### src/rtl/core/lrc_pkg.sv
// shared types, register map and constants of the line rasterizer with clipping
package lrc_pkg;

    localparam int COORD_BITS_DEF = 12;

    localparam int CLIP_W     = 12;
    localparam int STRIDE_W   = 15;
    localparam int BPP_W      = 3;
    localparam int COLOR_W    = 32;
    localparam int OFFSET_W   = 25;
    localparam int CFG_IDX_W  = 4;
    localparam int CFG_DATA_W = 16;

    typedef enum logic [CFG_IDX_W-1:0] {
        REG_CLIP_WIDTH  = 4'd0,
        REG_CLIP_HEIGHT = 4'd1,
        REG_LINE_STRIDE = 4'd2,
        REG_BPP         = 4'd3
    } cfg_reg_t;

    typedef enum logic {
        CMD_START = 1'b0,
        CMD_STEP  = 1'b1
    } cmd_code_t;

    localparam logic [CLIP_W-1:0]   CLIP_WIDTH_RST  = 12'd1024;
    localparam logic [CLIP_W-1:0]   CLIP_HEIGHT_RST = 12'd768;
    localparam logic [STRIDE_W-1:0] STRIDE_RST      = 15'd4096;
    localparam logic [BPP_W-1:0]    BPP_RST         = 3'd4;

    typedef struct packed {
        logic [CLIP_W-1:0]   clip_width;
        logic [CLIP_W-1:0]   clip_height;
        logic [STRIDE_W-1:0] line_stride_bytes;
        logic [BPP_W-1:0]    bytes_per_pixel;
    } cfg_t;

    typedef struct packed {
        logic start;
        logic step;
    } walk_ctrl_t;

    typedef struct packed {
        logic active;
        logic last;
    } walk_status_t;

endpackage

### src/rtl/core/lrc_if.sv
// handshake channels: configuration writes, line commands and emitted points
interface lrc_cfg_if;
    import lrc_pkg::*;
    logic                  valid;
    logic                  ready;
    logic [CFG_IDX_W-1:0]  reg_index;
    logic [CFG_DATA_W-1:0] data;
    modport source (output valid, output reg_index, output data, input ready);
    modport sink   (input valid, input reg_index, input data, output ready);
endinterface

interface lrc_cmd_if #(
    parameter int COORD_BITS = lrc_pkg::COORD_BITS_DEF
);
    import lrc_pkg::*;
    logic                         valid;
    logic                         ready;
    logic                         command;
    logic signed [COORD_BITS-1:0] start_x;
    logic signed [COORD_BITS-1:0] start_y;
    logic signed [COORD_BITS-1:0] end_x;
    logic signed [COORD_BITS-1:0] end_y;
    logic [COLOR_W-1:0]           pixel_color;
    modport source (output valid, output command, output start_x, output start_y,
                    output end_x, output end_y, output pixel_color, input ready);
    modport sink   (input valid, input command, input start_x, input start_y,
                    input end_x, input end_y, input pixel_color, output ready);
endinterface

interface lrc_pt_if #(
    parameter int COORD_BITS = lrc_pkg::COORD_BITS_DEF
);
    import lrc_pkg::*;
    logic                         valid;
    logic                         ready;
    logic signed [COORD_BITS-1:0] point_x;
    logic signed [COORD_BITS-1:0] point_y;
    logic [COLOR_W-1:0]           out_color;
    logic                         visible;
    logic [OFFSET_W-1:0]          byte_offset;
    logic                         last;
    modport source (output valid, output point_x, output point_y, output out_color,
                    output visible, output byte_offset, output last, input ready);
    modport sink   (input valid, input point_x, input point_y, input out_color,
                    input visible, input byte_offset, input last, output ready);
endinterface

### src/rtl/core/lrc_cfg_regs.sv
// configuration register file of the line rasterizer
module lrc_cfg_regs (
    input  logic               clk,
    input  logic               rst_n,
    lrc_cfg_if.sink            cfg,
    output lrc_pkg::cfg_t      cfg_q
);
    import lrc_pkg::*;

    cfg_t cfg_reg;
    cfg_t cfg_next;

    assign cfg.ready = 1'b1;
    assign cfg_q     = cfg_reg;

    always_comb
    begin
        cfg_next = cfg_reg;
        if (cfg.valid)
        begin
            unique case (cfg.reg_index)
                REG_CLIP_WIDTH:  cfg_next.clip_width        = cfg.data[CLIP_W-1:0];
                REG_CLIP_HEIGHT: cfg_next.clip_height       = cfg.data[CLIP_W-1:0];
                REG_LINE_STRIDE: cfg_next.line_stride_bytes = cfg.data[STRIDE_W-1:0];
                REG_BPP:         cfg_next.bytes_per_pixel   = cfg.data[BPP_W-1:0];
                default:         cfg_next = cfg_reg;
            endcase
        end
    end

    always_ff @(posedge clk or negedge rst_n)
    begin
        if (!rst_n)
        begin
            cfg_reg.clip_width        <= CLIP_WIDTH_RST;
            cfg_reg.clip_height       <= CLIP_HEIGHT_RST;
            cfg_reg.line_stride_bytes <= STRIDE_RST;
            cfg_reg.bytes_per_pixel   <= BPP_RST;
        end
        else
        begin
            cfg_reg <= cfg_next;
        end
    end

endmodule

### src/rtl/core/lrc_walker.sv
// bresenham line state: endpoint setup and one error-term step per item
module lrc_walker #(
    parameter int COORD_BITS = lrc_pkg::COORD_BITS_DEF
) (
    input  logic                          clk,
    input  logic                          rst_n,
    input  lrc_pkg::walk_ctrl_t           ctrl,
    input  logic signed [COORD_BITS-1:0]  start_x,
    input  logic signed [COORD_BITS-1:0]  start_y,
    input  logic signed [COORD_BITS-1:0]  end_x,
    input  logic signed [COORD_BITS-1:0]  end_y,
    input  logic [lrc_pkg::COLOR_W-1:0]   pixel_color,
    output logic signed [COORD_BITS-1:0]  cur_x,
    output logic signed [COORD_BITS-1:0]  cur_y,
    output logic [lrc_pkg::COLOR_W-1:0]   line_color,
    output lrc_pkg::walk_status_t         status
);
    import lrc_pkg::*;

    localparam int ERR_W = COORD_BITS + 2;
    localparam int E2_W  = ERR_W + 1;
    localparam int DIF_W = COORD_BITS + 1;

    logic signed [COORD_BITS-1:0] cur_x_reg, cur_x_next;
    logic signed [COORD_BITS-1:0] cur_y_reg, cur_y_next;
    logic signed [COORD_BITS-1:0] target_x_reg, target_x_next;
    logic signed [COORD_BITS-1:0] target_y_reg, target_y_next;
    logic [COORD_BITS-1:0]        span_x_reg, span_x_next;
    logic [COORD_BITS-1:0]        span_y_reg, span_y_next;
    logic                         dir_x_neg_reg, dir_x_neg_next;
    logic                         dir_y_neg_reg, dir_y_neg_next;
    logic signed [ERR_W-1:0]      err_reg, err_next;
    logic [COLOR_W-1:0]           color_reg, color_next;
    logic                         active_reg, active_next;

    logic signed [DIF_W-1:0]      diff_x, diff_y;
    logic signed [DIF_W-1:0]      abs_x, abs_y;
    logic signed [E2_W-1:0]       e2;
    logic signed [E2_W-1:0]       sx_e, sy_e, err_sum;
    logic                         move_x, move_y;
    logic                         at_end;

    assign diff_x = DIF_W'(start_x) - DIF_W'(end_x);
    assign diff_y = DIF_W'(start_y) - DIF_W'(end_y);
    assign abs_x  = diff_x[DIF_W-1] ? -diff_x : diff_x;
    assign abs_y  = diff_y[DIF_W-1] ? -diff_y : diff_y;

    assign at_end = (cur_x_reg == target_x_reg) && (cur_y_reg == target_y_reg);
    assign e2     = {err_reg, 1'b0};
    assign sx_e   = $signed(E2_W'(span_x_reg));
    assign sy_e   = $signed(E2_W'(span_y_reg));
    assign move_x = e2 > -sy_e;
    assign move_y = e2 < sx_e;
    assign err_sum = E2_W'(err_reg) - (move_x ? sy_e : '0) + (move_y ? sx_e : '0);

    always_comb
    begin
        cur_x_next     = cur_x_reg;
        cur_y_next     = cur_y_reg;
        target_x_next  = target_x_reg;
        target_y_next  = target_y_reg;
        span_x_next    = span_x_reg;
        span_y_next    = span_y_reg;
        dir_x_neg_next = dir_x_neg_reg;
        dir_y_neg_next = dir_y_neg_reg;
        err_next       = err_reg;
        color_next     = color_reg;
        active_next    = active_reg;
        priority if (ctrl.start)
        begin
            cur_x_next     = start_x;
            cur_y_next     = start_y;
            target_x_next  = end_x;
            target_y_next  = end_y;
            span_x_next    = abs_x[COORD_BITS-1:0];
            span_y_next    = abs_y[COORD_BITS-1:0];
            dir_x_neg_next = !diff_x[DIF_W-1];
            dir_y_neg_next = !diff_y[DIF_W-1];
            err_next       = ERR_W'(abs_x) - ERR_W'(abs_y);
            color_next     = pixel_color;
            active_next    = 1'b1;
        end
        else if (ctrl.step && active_reg)
        begin
            if (at_end)
            begin
                active_next = 1'b0;
            end
            else
            begin
                err_next = err_sum[ERR_W-1:0];
                if (move_x)
                begin
                    cur_x_next = dir_x_neg_reg ? cur_x_reg - 1'b1 : cur_x_reg + 1'b1;
                end
                if (move_y)
                begin
                    cur_y_next = dir_y_neg_reg ? cur_y_reg - 1'b1 : cur_y_reg + 1'b1;
                end
            end
        end
    end

    always_ff @(posedge clk or negedge rst_n)
    begin
        if (!rst_n)
        begin
            cur_x_reg     <= '0;
            cur_y_reg     <= '0;
            target_x_reg  <= '0;
            target_y_reg  <= '0;
            span_x_reg    <= '0;
            span_y_reg    <= '0;
            dir_x_neg_reg <= 1'b0;
            dir_y_neg_reg <= 1'b0;
            err_reg       <= '0;
            color_reg     <= '0;
            active_reg    <= 1'b0;
        end
        else
        begin
            cur_x_reg     <= cur_x_next;
            cur_y_reg     <= cur_y_next;
            target_x_reg  <= target_x_next;
            target_y_reg  <= target_y_next;
            span_x_reg    <= span_x_next;
            span_y_reg    <= span_y_next;
            dir_x_neg_reg <= dir_x_neg_next;
            dir_y_neg_reg <= dir_y_neg_next;
            err_reg       <= err_next;
            color_reg     <= color_next;
            active_reg    <= active_next;
        end
    end

    assign cur_x         = cur_x_reg;
    assign cur_y         = cur_y_reg;
    assign line_color    = color_reg;
    assign status.active = active_reg;
    assign status.last   = at_end;

endmodule

### src/rtl/core/line_rasterizer_with_clip.sv
// top level of the line rasterizer: clipping, byte offset and result register
//
//  channel  dir  handshake      payload
//  cfg      in   valid/ready    reg_index, data (always ready)
//  cmd      in   valid/ready    command, start_x, start_y, end_x, end_y, pixel_color
//  pt       out  valid/ready    point_x, point_y, out_color, visible, byte_offset, last
//
// one command item per cycle when ready; a step's point appears on pt the next cycle
// the line state step and the y*stride multiply-add sit in that one cycle
// cmd.ready drops only while a point is held in the result register and pt is stalled
// reset clears the line state, loads the register defaults and empties the result
module line_rasterizer_with_clip #(
    parameter int COORD_BITS = lrc_pkg::COORD_BITS_DEF
) (
    input  logic        clk,
    input  logic        rst_n,
    lrc_cfg_if.sink     cfg,
    lrc_cmd_if.sink     cmd,
    lrc_pt_if.source    pt
);
    import lrc_pkg::*;

    localparam int CMP_W = (COORD_BITS > CLIP_W ? COORD_BITS : CLIP_W) + 1;
    localparam int MAC_W = COORD_BITS + STRIDE_W + 1;

    cfg_t                         cfg_q;
    walk_ctrl_t                   ctrl;
    walk_status_t                 status;
    logic signed [COORD_BITS-1:0] cur_x, cur_y;
    logic [COLOR_W-1:0]           line_color;

    logic                         accept;
    logic                         emit;
    logic                         vis;
    logic [MAC_W-1:0]             prod_y, prod_x, mac;
    logic [OFFSET_W-1:0]          offset;

    logic                         valid_reg, valid_next;
    logic signed [COORD_BITS-1:0] px_reg, py_reg;
    logic [COLOR_W-1:0]           color_reg;
    logic                         vis_reg;
    logic [OFFSET_W-1:0]          offset_reg;
    logic                         last_reg;

    lrc_cfg_regs u_cfg (
        .clk   (clk),
        .rst_n (rst_n),
        .cfg   (cfg),
        .cfg_q (cfg_q)
    );

    assign cmd.ready  = !valid_reg || pt.ready;
    assign accept     = cmd.valid && cmd.ready;
    assign ctrl.start = accept && (cmd.command == CMD_START);
    assign ctrl.step  = accept && (cmd.command == CMD_STEP);
    assign emit       = ctrl.step && status.active;

    lrc_walker #(
        .COORD_BITS (COORD_BITS)
    ) u_walker (
        .clk         (clk),
        .rst_n       (rst_n),
        .ctrl        (ctrl),
        .start_x     (cmd.start_x),
        .start_y     (cmd.start_y),
        .end_x       (cmd.end_x),
        .end_y       (cmd.end_y),
        .pixel_color (cmd.pixel_color),
        .cur_x       (cur_x),
        .cur_y       (cur_y),
        .line_color  (line_color),
        .status      (status)
    );

    assign vis = !cur_x[COORD_BITS-1] && !cur_y[COORD_BITS-1]
              && (CMP_W'($unsigned(cur_x)) < CMP_W'(cfg_q.clip_width))
              && (CMP_W'($unsigned(cur_y)) < CMP_W'(cfg_q.clip_height));

    assign prod_y = MAC_W'($unsigned(cur_y)) * MAC_W'(cfg_q.line_stride_bytes);
    assign prod_x = MAC_W'($unsigned(cur_x)) * MAC_W'(cfg_q.bytes_per_pixel);
    assign mac    = prod_y + prod_x;
    assign offset = vis ? OFFSET_W'(mac) : '0;

    always_comb
    begin
        valid_next = valid_reg;
        priority if (emit)
        begin
            valid_next = 1'b1;
        end
        else if (pt.ready)
        begin
            valid_next = 1'b0;
        end
    end

    always_ff @(posedge clk or negedge rst_n)
    begin
        if (!rst_n)
        begin
            valid_reg <= 1'b0;
        end
        else
        begin
            valid_reg <= valid_next;
        end
    end

    always_ff @(posedge clk)
    begin
        if (emit)
        begin
            px_reg     <= cur_x;
            py_reg     <= cur_y;
            color_reg  <= line_color;
            vis_reg    <= vis;
            offset_reg <= offset;
            last_reg   <= status.last;
        end
    end

    assign pt.valid       = valid_reg;
    assign pt.point_x     = px_reg;
    assign pt.point_y     = py_reg;
    assign pt.out_color   = color_reg;
    assign pt.visible     = vis_reg;
    assign pt.byte_offset = offset_reg;
    assign pt.last        = last_reg;

endmodule
### src/flat_wrapper.sv
// flat-port wrapper written by rule: the top's interface ports become plain ports
module line_rasterizer_with_clip_flat import lrc_pkg::*;
#(
    parameter int COORD_BITS = lrc_pkg::COORD_BITS_DEF
)
  (clk, rst_n, cfg_valid, cfg_reg_index, cfg_data, cfg_ready, cmd_valid, cmd_command, cmd_start_x, cmd_start_y, cmd_end_x, cmd_end_y, cmd_pixel_color, cmd_ready, pt_valid, pt_point_x, pt_point_y, pt_out_color, pt_visible, pt_byte_offset, pt_last, pt_ready);
  lrc_cfg_if cfg_i ();
  lrc_cmd_if #(.COORD_BITS(COORD_BITS)) cmd_i ();
  lrc_pt_if #(.COORD_BITS(COORD_BITS)) pt_i ();
  input  logic clk;
  input  logic rst_n;
  input wire logic [$bits(cfg_i.valid)-1:0] cfg_valid;
  input wire logic [$bits(cfg_i.reg_index)-1:0] cfg_reg_index;
  input wire logic [$bits(cfg_i.data)-1:0] cfg_data;
  output wire logic [$bits(cfg_i.ready)-1:0] cfg_ready;
  input wire logic [$bits(cmd_i.valid)-1:0] cmd_valid;
  input wire logic [$bits(cmd_i.command)-1:0] cmd_command;
  input wire logic [$bits(cmd_i.start_x)-1:0] cmd_start_x;
  input wire logic [$bits(cmd_i.start_y)-1:0] cmd_start_y;
  input wire logic [$bits(cmd_i.end_x)-1:0] cmd_end_x;
  input wire logic [$bits(cmd_i.end_y)-1:0] cmd_end_y;
  input wire logic [$bits(cmd_i.pixel_color)-1:0] cmd_pixel_color;
  output wire logic [$bits(cmd_i.ready)-1:0] cmd_ready;
  output wire logic [$bits(pt_i.valid)-1:0] pt_valid;
  output wire logic [$bits(pt_i.point_x)-1:0] pt_point_x;
  output wire logic [$bits(pt_i.point_y)-1:0] pt_point_y;
  output wire logic [$bits(pt_i.out_color)-1:0] pt_out_color;
  output wire logic [$bits(pt_i.visible)-1:0] pt_visible;
  output wire logic [$bits(pt_i.byte_offset)-1:0] pt_byte_offset;
  output wire logic [$bits(pt_i.last)-1:0] pt_last;
  input wire logic [$bits(pt_i.ready)-1:0] pt_ready;
  assign cfg_i.valid = cfg_valid;
  assign cfg_i.reg_index = cfg_reg_index;
  assign cfg_i.data = cfg_data;
  assign cfg_ready = cfg_i.ready;
  assign cmd_i.valid = cmd_valid;
  assign cmd_i.command = cmd_command;
  assign cmd_i.start_x = cmd_start_x;
  assign cmd_i.start_y = cmd_start_y;
  assign cmd_i.end_x = cmd_end_x;
  assign cmd_i.end_y = cmd_end_y;
  assign cmd_i.pixel_color = cmd_pixel_color;
  assign cmd_ready = cmd_i.ready;
  assign pt_valid = pt_i.valid;
  assign pt_point_x = pt_i.point_x;
  assign pt_point_y = pt_i.point_y;
  assign pt_out_color = pt_i.out_color;
  assign pt_visible = pt_i.visible;
  assign pt_byte_offset = pt_i.byte_offset;
  assign pt_last = pt_i.last;
  assign pt_i.ready = pt_ready;
  line_rasterizer_with_clip #(.COORD_BITS(COORD_BITS)) u_core (.clk(clk), .rst_n(rst_n), .cfg(cfg_i), .cmd(cmd_i), .pt(pt_i));
endmodule
### config.mk
export PLATFORM = sky130hd
export DESIGN_NAME = line_rasterizer_with_clip_flat
export DESIGN_NICKNAME = d
export VERILOG_FILES = /design/src/rtl/core/lrc_pkg.sv /design/src/rtl/core/lrc_if.sv /design/src/rtl/core/lrc_cfg_regs.sv /design/src/rtl/core/lrc_walker.sv /design/src/rtl/core/line_rasterizer_with_clip.sv /design/src/flat_wrapper.sv
export SDC_FILE = /design/constraint.sdc
export NUM_CORES = 1
export LEC_CHECK = 0
export BUFFER_PORTS_ARGS = -buffer_cell sky130_fd_sc_hd__buf_4
export CAP_MARGIN = 10
export CELL_PAD_IN_SITES_DETAIL_PLACEMENT = 1
export CELL_PAD_IN_SITES_GLOBAL_PLACEMENT = 1
export CORE_ASPECT_RATIO = 0.75
export CORE_MARGIN = 3
export CORE_UTILIZATION = 44
export CTS_BUF_LIST = sky130_fd_sc_hd__clkbuf_2
export CTS_CLUSTER_DIAMETER = 120
export DETAILED_ROUTE_END_ITERATION = 8
export PLACE_DENSITY = 0.88
export SETUP_SLACK_MARGIN = 0.2
export SLEW_MARGIN = 20
export SYNTH_ARGS = -nofsm -noshare
export SYNTH_HDL_FRONTEND = slang
export SYNTH_SLANG_ARGS = --single-unit
export TNS_END_PERCENT = 5
### constraint.sdc
create_clock -name clk -period 5.9 [get_ports clk]
set_input_delay 1.18 -clock clk [delete_from_list [all_inputs] [get_ports clk]]
set_output_delay 1.18 -clock clk [all_outputs]
set_load 0.03 [all_outputs]
Yosys cells after proc, flatten, opt, wreduce, memory -nomap -nowiden. Cells that the tools add are included. W data, S select, Z words.

Bits in registers: 247. Bits in latches: 0. Memory bits (writable): 0. ROM bits: 0. Input bits: 106. Output and inout port bits: 86. Logic and storage cells: 98. Memories: 0.

$add $sub $neg: 13. $mul: 2. Divide/modulo/power cells: 0. Order comparisons: 4. Equal/unequal tests: 6. Shift-type cells: 0. Multiplexer cells: 22. Bitwise logic cells: 1. Reduce and logical (&&, ||, !) cells: 28.

Operators with widths (number): $mux W12 (12); $mux W14 (3); $mux W13 (2); $neg A13 Y13 (2); $sub A12 B12 Y13 (2); $add A25 B15 Y25 (1); $mul A12 B15 Y25 (1); $add A12 B1 Y12 const B (2); $eq A12 B12 Y1 (2); $lt A12 B12 Y1 (2); $sub A12 B1 Y12 const B (2); $gt A15 B15 Y1 (1); $lt A15 B13 Y1 (1); $mul A12 B3 Y15 (1); $neg A12 Y15 (1); $add A14 B12 Y14 (1); $sub A13 B13 Y14 (1); $sub A14 B13 Y14 (1); $reduce_and A2 Y1 (6); $reduce_bool A2 Y1 (5); $eq A4 B2 Y1 const B (2); $logic_and A1 B1 Y1 (8); $reduce_and A3 Y1 (2); $logic_not A1 Y1 (5); other kinds (6) (10).

Depth between registers and ports, before layout. Gate-level depths: netlist (run 1).

Word-level depth: 8. Gate-level depth with buffers: 24. Gate-level depth less buffers: 23.

Modules after synthesis. A second synthesis (run 1) with hierarchy kept.

Cells, all modules: 2220. Area total of the unflattened synthesis: 22212.6 µm².

Modules (own cells, without submodules): line_rasterizer_with_clip (instances 1, cells each 1009, area each 10331.2 µm², seq. area each 2517.4 µm²); lrc_walker (instances 1, cells each 1117, area each 10151.0 µm², seq. area each 3027.9 µm²); lrc_cfg_regs (instances 1, cells each 94, area each 1730.4 µm², seq. area each 1057.3 µm²).

Worst setup path after synthesis (run 1). OpenSTA, ideal clock, no wires.

Kind: register to register. Start: reg u_core.u_walker.cur_y_reg[0], in the netlist u_core.u_walker.cur_y[0]. End: reg u_core.offset_reg[21], in the netlist u_core.pt.byte_offset[21], data pin. Setup time: 0.266 ns. Arrival: 5.650 ns. Required time: 5.634 ns. Path slack: -0.016 ns. Cell stages (with the launch flop): 23. Path buffers: 2. Clock period less this slack: 5.916 ns. Cell sequence: dfrtp_1 -> clkbuf_1 -> clkbuf_1 -> and2_1 -> fa_1 -> inv_1 -> fa_1 -> inv_1 -> fa_1 -> fa_1 -> fa_1 -> inv_1 -> fa_1 -> inv_1 -> ha_1 -> a21o_1 -> a21o_1 -> a21oi_1 -> o31ai_1 -> a221oi_1 -> o21ai_0 -> xnor2_1 -> nor2_1.

Word-level cells in the longest chain between the ends: 2. Elaborated cells on any way between the ends: 4. Those cells by class: 1 x add/sub; 1 x mul; 1 x order compare; 1 x reduce/logical.

RTL lines: from (decl) (RTL line lrc_walker.sv:25) `logic signed [COORD_BITS-1:0] cur_y_reg, cur_y_next;`; from (signal assigned) (RTL line lrc_walker.sv:123) `cur_y_reg <= cur_y_next;`; $mul A12 B15 Y25 or $lt A12 B12 Y1 (tied branches) (RTL line line_rasterizer_with_clip.sv:79, line_rasterizer_with_clip.sv:77); $add A25 B15 Y25 or $logic_and A1 B1 Y1 (tied branches) (RTL line line_rasterizer_with_clip.sv:81, line_rasterizer_with_clip.sv:77); to (signal assigned) (RTL line line_rasterizer_with_clip.sv:117) `offset_reg <= offset;`; to (decl) (RTL line line_rasterizer_with_clip.sv:42) `logic [OFFSET_W-1:0] offset_reg;`.

Parallel ways exist; a longest one is shown, timed or not. A chain may end at the register's enable or synchronous reset.

Worst setup path after layout (run 1).
Start: reg u_core.u_walker.cur_y_reg[5], in the netlist u_core.u_walker.cur_y[5]. End: reg u_core.offset_reg[20], in the netlist u_core.pt.byte_offset[20], data pin.

Same word-level chain as after synthesis.

==> flow_summary.ini, run 1 <==
[global_route]
grt_max_degree = 101
grt_pass1_wl_um = 114000
antenna_found_initial = 5
grt-ovfl-total = 0
grt_pass1_vias = 20900
grt_use_total = 0.279

[setup_path]
r2r_start = u_core.u_walker.cur_y[5]$_DFFE_PN0P_
r2r_cells = 22
worstSetupStartpointType = flip-flop
required_ns = 6.72
critPathArrivalTime_ns = 6.95
r2r_slack_ns = -0.22
crit_path_start = u_core.u_walker.cur_y[5]$_DFFE_PN0P_
critPathKind = reg -> reg
crit_fanout = 8
cp-end-kind = flip-flop
crit_end = u_core.pt.byte_offset[20]$_SDFFCE_PN0P_
r2r_end = u_core.pt.byte_offset[20]$_SDFFCE_PN0P_

[route]
drtIter0Drc = 1380
wirelength_um = 73800
drt-vias-per-instance = 5.61
antenna_left = 0
drc = 0
wire_per_inst_um = 22.1
vias = 18700
drt_pass1_iterations = 5

[clock_tree]
clockBufferDepth = 3
numClockSinks = 247
htreeDepth = 3
cts_tree = yes
cts_root_buffer = clkbuf_2
path_clk_slew_ns = 0.11
clk_latency_ns = 1.16
cts_buffers = 70

[layout]
largest_reg_flops = 42
fillers = 5515
fin_util = 0.539
fin_nets = 3129
layout_common_cells = nand2_1, buf_4, inv_1, ha_1, fa_1
area_growth_pct = 19.1
drive_gt1_frac = 0.221

[sta]
maxSlewHeadroom = 0.276
setup_viol = 10
final_hold_viol_count = 0
skew_ns = 0.121
finalCritPeriodShare = 1.04
max_freq_ghz = 0.163
holdWs_ns = 0.0964
maxSlewViolCount = 0
worstMarginPinSlew_ns = 1.09
worst_slack_ns = -0.224
finalCriticalPeriod_ns = 6.12
rsz0062_at_grt = yes

[place]
portBuffers = 189
hpwl_um = 56700
gp_congestion = 0.913

[yosys]
synth_seq_area_share = 0.303
ys_seq_elements = 247
syn_area_per_cell_sq_um = 9.43
synth_area_sq_um = 21800
synth_cell_types = 80
synth_edf_count = 83
synth_area_leaders = dfrtp_1, fa_1, ha_1, edfxtp_1, inv_1
synth_area_leader_cell = dfrtp_1
async_flop_share = 0.664
yosysTopAreaCellShare = 0.183
synth_ff_type = dfrtp_1
syn_nets = 2797
yosysWarnings = 0
syn_inst = 2308

[floorplan]
rows = 69
pin_count = 192
core_sq_um = 48100
die_h_um = 199
die_area_sq_um = 52200
initial_core_util = 0.453
die_w_um = 263

[status]
violations = negative setup slack
run_status = finished, violations left

[hold_path]
hold_path.class = in -> async

[flow_run]
cap_viol_max_count = 0
-- synthesized netlist by cell type (5+ instances only) --
cell type,n
nand3_1,24
a21oi_1,69
mux2i_1,12
buf_1,9
nor3_1,40
nor2b_1,20
a21o_1,32
fa_1,181
o31ai_1,6
nand2b_1,13
buf_2,6
inv_1,337
nand2_1,335
and3_1,11
or2_2,8
mux2_2,32
and2_1,143
a211oi_1,10
a31oi_1,21
nor2_1,91
ha_1,202
nor4_1,9
o21ai_0,110
nand4_1,17
clkbuf_1,63
xor2_1,62
nor3b_1,5
o211ai_1,15
xnor2_1,65
or3_1,9
a221oi_1,5
o21a_1,11
edfxtp_1,83
o21ai_1,6
dfstp_2,5
a211o_1,5
dfrtp_1,159
-- per-stage QoR --
step | instances | instance area [sq um] | setup WS (ns) | setup TNS (ns)
floorplan | 2308 | 21800 | 0.192 | 0
global placement | 3195 | 24800 | -0.110 | -0.435
detailed placement | 3195 | 24800 | -0.410 | -2.80
CTS | 3323 | 25700 | -0.139 | -0.429
global route | 3334 | 25900 | -0.336 | -2.72
finish | 3334 | 25900 | -0.224 | -1.10
-- area by class of cell --
cell class | count | area [sq um] | share of cell area
multi-input combinational | 1642 | 14000 | 0.539
inverter | 337 | 1270 | 0.0488
timing repair buffer | 342 | 2600 | 0.100
clock inverter | 22 | 156 | 0.00603
tap | 639 | 800 | 0.0308
sequential | 247 | 6610 | 0.255
clock buffer | 101 | 505 | 0.0195
antenna | 4 | 10.0 | 0.000386
-- metal layers --
metal / vias up / track usage / routed length (um)
met2: 664 / 0.459 / 35000
met5: - / 0 / 33
met1: 9550 / 0.358 / 30800
met4: 6 / 0.110 / 2870
li1: 8268 / - / -
met3: 200 / 0.0655 / 5010
-- how the worst min path moves through the flow --
stage | to | slack, ns | depth (start not counted)
5_1_grt | u_core.u_walker.line_color[14]$_DFFE_PN0P_ | 0.12 | 1
3_5_place_dp | u_core.pt.out_color[22]$_DFFE_PP_ | 0.43 | 0
4_1_cts | u_core.u_walker.line_color[0]$_DFFE_PN0P_ | 0.07 | 1
2_1_floorplan | u_core.pt.point_y[0]$_DFFE_PP_ | 0.42 | 0
3_3_place_gp | u_core.pt.out_color[16]$_DFFE_PP_ | 0.43 | 0
6_report | u_core.u_walker.line_color[2]$_DFFE_PN0P_ | 0.1 | 1
-- repair_timing --
action / CTS / global route
hold buffers: 0 / 0
buffers inserted: 5 / 7
pin swaps: 33 / 39
gates resized for setup: 43 / 47
endpoints found under the setup margin: 22 / 23
-- worst max-delay path, cell delays in order (launching register included) --
cell     delay, ns
dfrtp_2       0.50
buf_4         0.17
and2_1        0.17
fa_1          0.60
inv_1         0.08
fa_1          0.54
inv_1         0.07
ha_4          0.24
fa_1          0.44
fa_1          0.53
inv_1         0.06
fa_1          0.55
inv_1         0.08
ha_4          0.27
nor3_4        0.26
nor3_4        0.08
a21oi_2       0.23
a21oi_2       0.13
buf_4         0.16
a21o_1        0.21
a31o_2        0.25
xnor2_1       0.14
nor2_1        0.05
-- cell families (layout without fill, tap and decap cells) --
logic type | after synthesis | after routing | synth area share
multiplexers | 45 | 45 | 0.0228
buffers and inverters | 419 | 802 | 0.0733
AND/OR/NAND/NOR | 745 | 745 | 0.164
adder cells (fa/ha/maj) | 383 | 383 | 0.282
AO/OA/AOI/OAI | 339 | 339 | 0.101
other | 1 | 5 | 0.000172
XOR/XNOR | 129 | 129 | 0.0529
flip-flops | 247 | 247 | 0.303
Power of run 1 is not shown: default switching activity piles up to over one toggle a cycle in this logic, so the estimate is an artifact.
==> run 2: changes to the inputs <==
--- a/config.mk
+++ b/config.mk
@@ -11,11 +11,11 @@
 export CELL_PAD_IN_SITES_GLOBAL_PLACEMENT = 1
 export CORE_ASPECT_RATIO = 0.75
 export CORE_MARGIN = 3
-export CORE_UTILIZATION = 44
+export CORE_UTILIZATION = 35
 export CTS_BUF_LIST = sky130_fd_sc_hd__clkbuf_2
 export CTS_CLUSTER_DIAMETER = 120
 export DETAILED_ROUTE_END_ITERATION = 8
-export PLACE_DENSITY = 0.88
+export PLACE_DENSITY = 0.75
 export SETUP_SLACK_MARGIN = 0.2
 export SLEW_MARGIN = 20
 export SYNTH_ARGS = -nofsm -noshare
==> run 2 against run 1 <==
Die area increased by 25%; the run still ends with negative setup slack left; utilization decreased by 11 points; first-iteration DRC count decreased by 32%; maximum frequency increased by 2.9%; clock skew decreased by 0.0055 ns; flip-flop and latch count unchanged; via count decreased by 3.2%; critical path type unchanged; worst hold slack improved by 0.028 ns; critical path depth unchanged; sequential share of layout area decreased by 0.25 points; final area increased by 1.1%; final cell count increased by 5.3%; critical endpoint is now u_core.pt.byte_offset[23]$_SDFFCE_PN0P_.
==> flow_summary.ini, run 2 (synthesized netlist as in run 1, its figures left out) <==
[place]
gp_congestion = 0.915
postPlaceCellArea_sq_um = 25000
hpwl_um = 54500
portBuffers = 189

[route]
wire_per_inst_um = 19.8
antenna_left = 0
drt-vias-per-instance = 5.15
vias = 18100
drtIter0Drc = 934
drc = 0
wirelength_um = 69300
drt_pass1_iterations = 5

[setup_path]
crit_family = adder cells
crit_chain = buf_6, and2_1, fa_1, inv_1, fa_1, inv_2, fa_1, fa_2, fa_1, inv_1, fa_1, inv_2, ha_4, a21o_1, a21o_1, a21oi_2, o31ai_4, buf_6, a221oi_4, a31oi_1, xnor2_1, nor2_1
r2r_end = u_core.pt.byte_offset[23]$_SDFFCE_PN0P_
r2r_slack_ns = -0.05
crit_fanout = 5
r2r_cells = 22
r2r_start = u_core.u_walker.cur_y[0]$_DFFE_PN0P_
critPathArrivalTime_ns = 6.72
critPathKind = reg -> reg
required_ns = 6.67
cp_num_buf_inv = 6
worstSetupStartpointType = flip-flop
cp-end-kind = flip-flop
crit_path_top_delay_cell = fa_1
crit_top_cell = fa_1
cp_slowest_stage_delay_ns = 0.55

[layout]
fin_util = 0.430
largest_reg_flops = 42
layout_commonest_cell = nand2_1
layout_common_cells = nand2_1, inv_1, buf_4, ha_1, fa_1
fin_nets = 3135
finalInstanceArea_sq_um = 26200
drive_gt1_frac = 0.225
area_growth_pct = 20.4
fillers = 7105

[sta]
worst_slack_ns = -0.0505
finalCritPeriodShare = 1.01
max_freq_ghz = 0.168
finalCriticalPeriod_ns = 5.95
worstMarginPinSlew_ns = 0.965
skew_ns = 0.115
final_hold_viol_count = 0
maxSlewHeadroom = 0.355
maxSlewViolCount = 0
setup_viol = 3
rsz0062_at_grt = yes

[global_route]
grt_pass1_vias = 19800
grt-ovfl-total = 0
grt_pass1_wl_um = 109000
grt_use_total = 0.212
grt_max_degree = 86
antenna_found_initial = 8

[clock_tree]
cts_tree = yes
holdBufCountCts = 0
htreeDepth = 3
numClockSinks = 247
cts_buffers = 71
cts_root_buffer = clkbuf_2
path_clk_slew_ns = 0.12
clk_latency_ns = 1.05
clockBufferDepth = 3

[floorplan]
die_w_um = 294
die_h_um = 222
rows = 78
pin_count = 192
core_sq_um = 61000
initial_core_util = 0.357
die_area_sq_um = 65300

[status]
violations = negative setup slack
run_status = finished, violations left

[flow_run]
cap_viol_max_count = 0

[hold_path]
hold_path.class = in -> async
==> run 2: cell count changes in the layout (fill, tap and decap cells not counted), sizes merged <==
cell | previous run | this run
diode | 4 | 9
clkbuf | 101 | 109
clkinv | 17 | 14
clkinvlp | 1 | 2
buf | 342 | 347
bufinv | 2 | 1
==> run 2: through the flow <==
stage / setup TNS, ns / worst slack [ns] / instances / hold WS [ns]
finish: -0.132 / -0.0505 / 3510 / 0.124
global route: -1.87 / -0.219 / 3509 / 0.0440
CTS: -0.0826 / -0.0287 / 3488 / 0.0293
detailed placement: -1.57 / -0.277 / 3353 / 0.435
global placement: -0.395 / -0.149 / 3353 / 0.429
floorplan: 0 / 0.192 / 2308 / 0.423
==> run 2: timing repair <==
| action | CTS | global route |
|---|---|---|
| endpoints found under the setup margin | 16 | 21 |
| gates resized for setup | 49 | 44 |
| cloned | 0 | 0 |
| setup buffers | 7 | 13 |
| pin swaps | 25 | 41 |
| endpoints found under the hold margin | 0 | 0 |
==> run 2: worst max path at each step <==
| stage | cells after the start | start | end | slack [ns] |
|---|---|---|---|---|
| finish | 22 | u_core.u_walker.cur_y[0]$_DFFE_PN0P_ | u_core.pt.byte_offset[23]$_SDFFCE_PN0P_ | -0.05 |
| global placement | 21 | u_core.u_walker.cur_y[2]$_DFFE_PN0P_ | u_core.pt.byte_offset[24]$_SDFFCE_PN0P_ | -0.15 |
| global route | 23 | u_core.u_cfg.cfg_q[10]$_DFFE_PN0P_ | u_core.pt.byte_offset[23]$_SDFFCE_PN0P_ | -0.22 |
| CTS | 21 | u_core.u_walker.cur_y[0]$_DFFE_PN0P_ | u_core.pt.byte_offset[24]$_SDFFCE_PN0P_ | -0.03 |
| floorplan | 22 | u_core.u_walker.cur_y[0]$_DFFE_PN0P_ | u_core.pt.byte_offset[24]$_SDFFCE_PN0P_ | 0.19 |
| detailed placement | 21 | u_core.u_walker.cur_y[2]$_DFFE_PN0P_ | u_core.pt.byte_offset[22]$_SDFFCE_PN0P_ | -0.28 |
==> run 2: final cells by class <==
class | instances | area, sq um | share of cell area
inverters | 337 | 1270 | 0.0483
repair buffers | 347 | 2720 | 0.104
multi-input cells | 1642 | 13900 | 0.531
flip-flops and latches | 247 | 6620 | 0.252
clock inverters | 19 | 129 | 0.00491
clock buffers | 109 | 546 | 0.0208
well taps | 800 | 1000 | 0.0382
diodes | 9 | 22.5 | 0.000859
==> run 2: worst register-to-register path, delay by kind of cell, from the launching register on <==
family	cells	cell delay, ns
DFF	1	0.48
adders and majority gates	7	3.24
and+or+nand+nor	2	0.20
buffers and inverters	6	0.47
xor gates and xnor gates	1	0.18
AOI/OAI and AO/OA	6	1.10
==> run 2: per-layer routing <==
metal / share of wire / vias up / global-route usage
met5: 0.00017 / - / 0
met4: 0.028 / 2 / 0.0631
met3: 0.056 / 125 / 0.0411
met2: 0.46 / 469 / 0.335
met1: 0.46 / 9209 / 0.296
li1: - / 8288 / -
Power of run 2 is left out for the same reason.
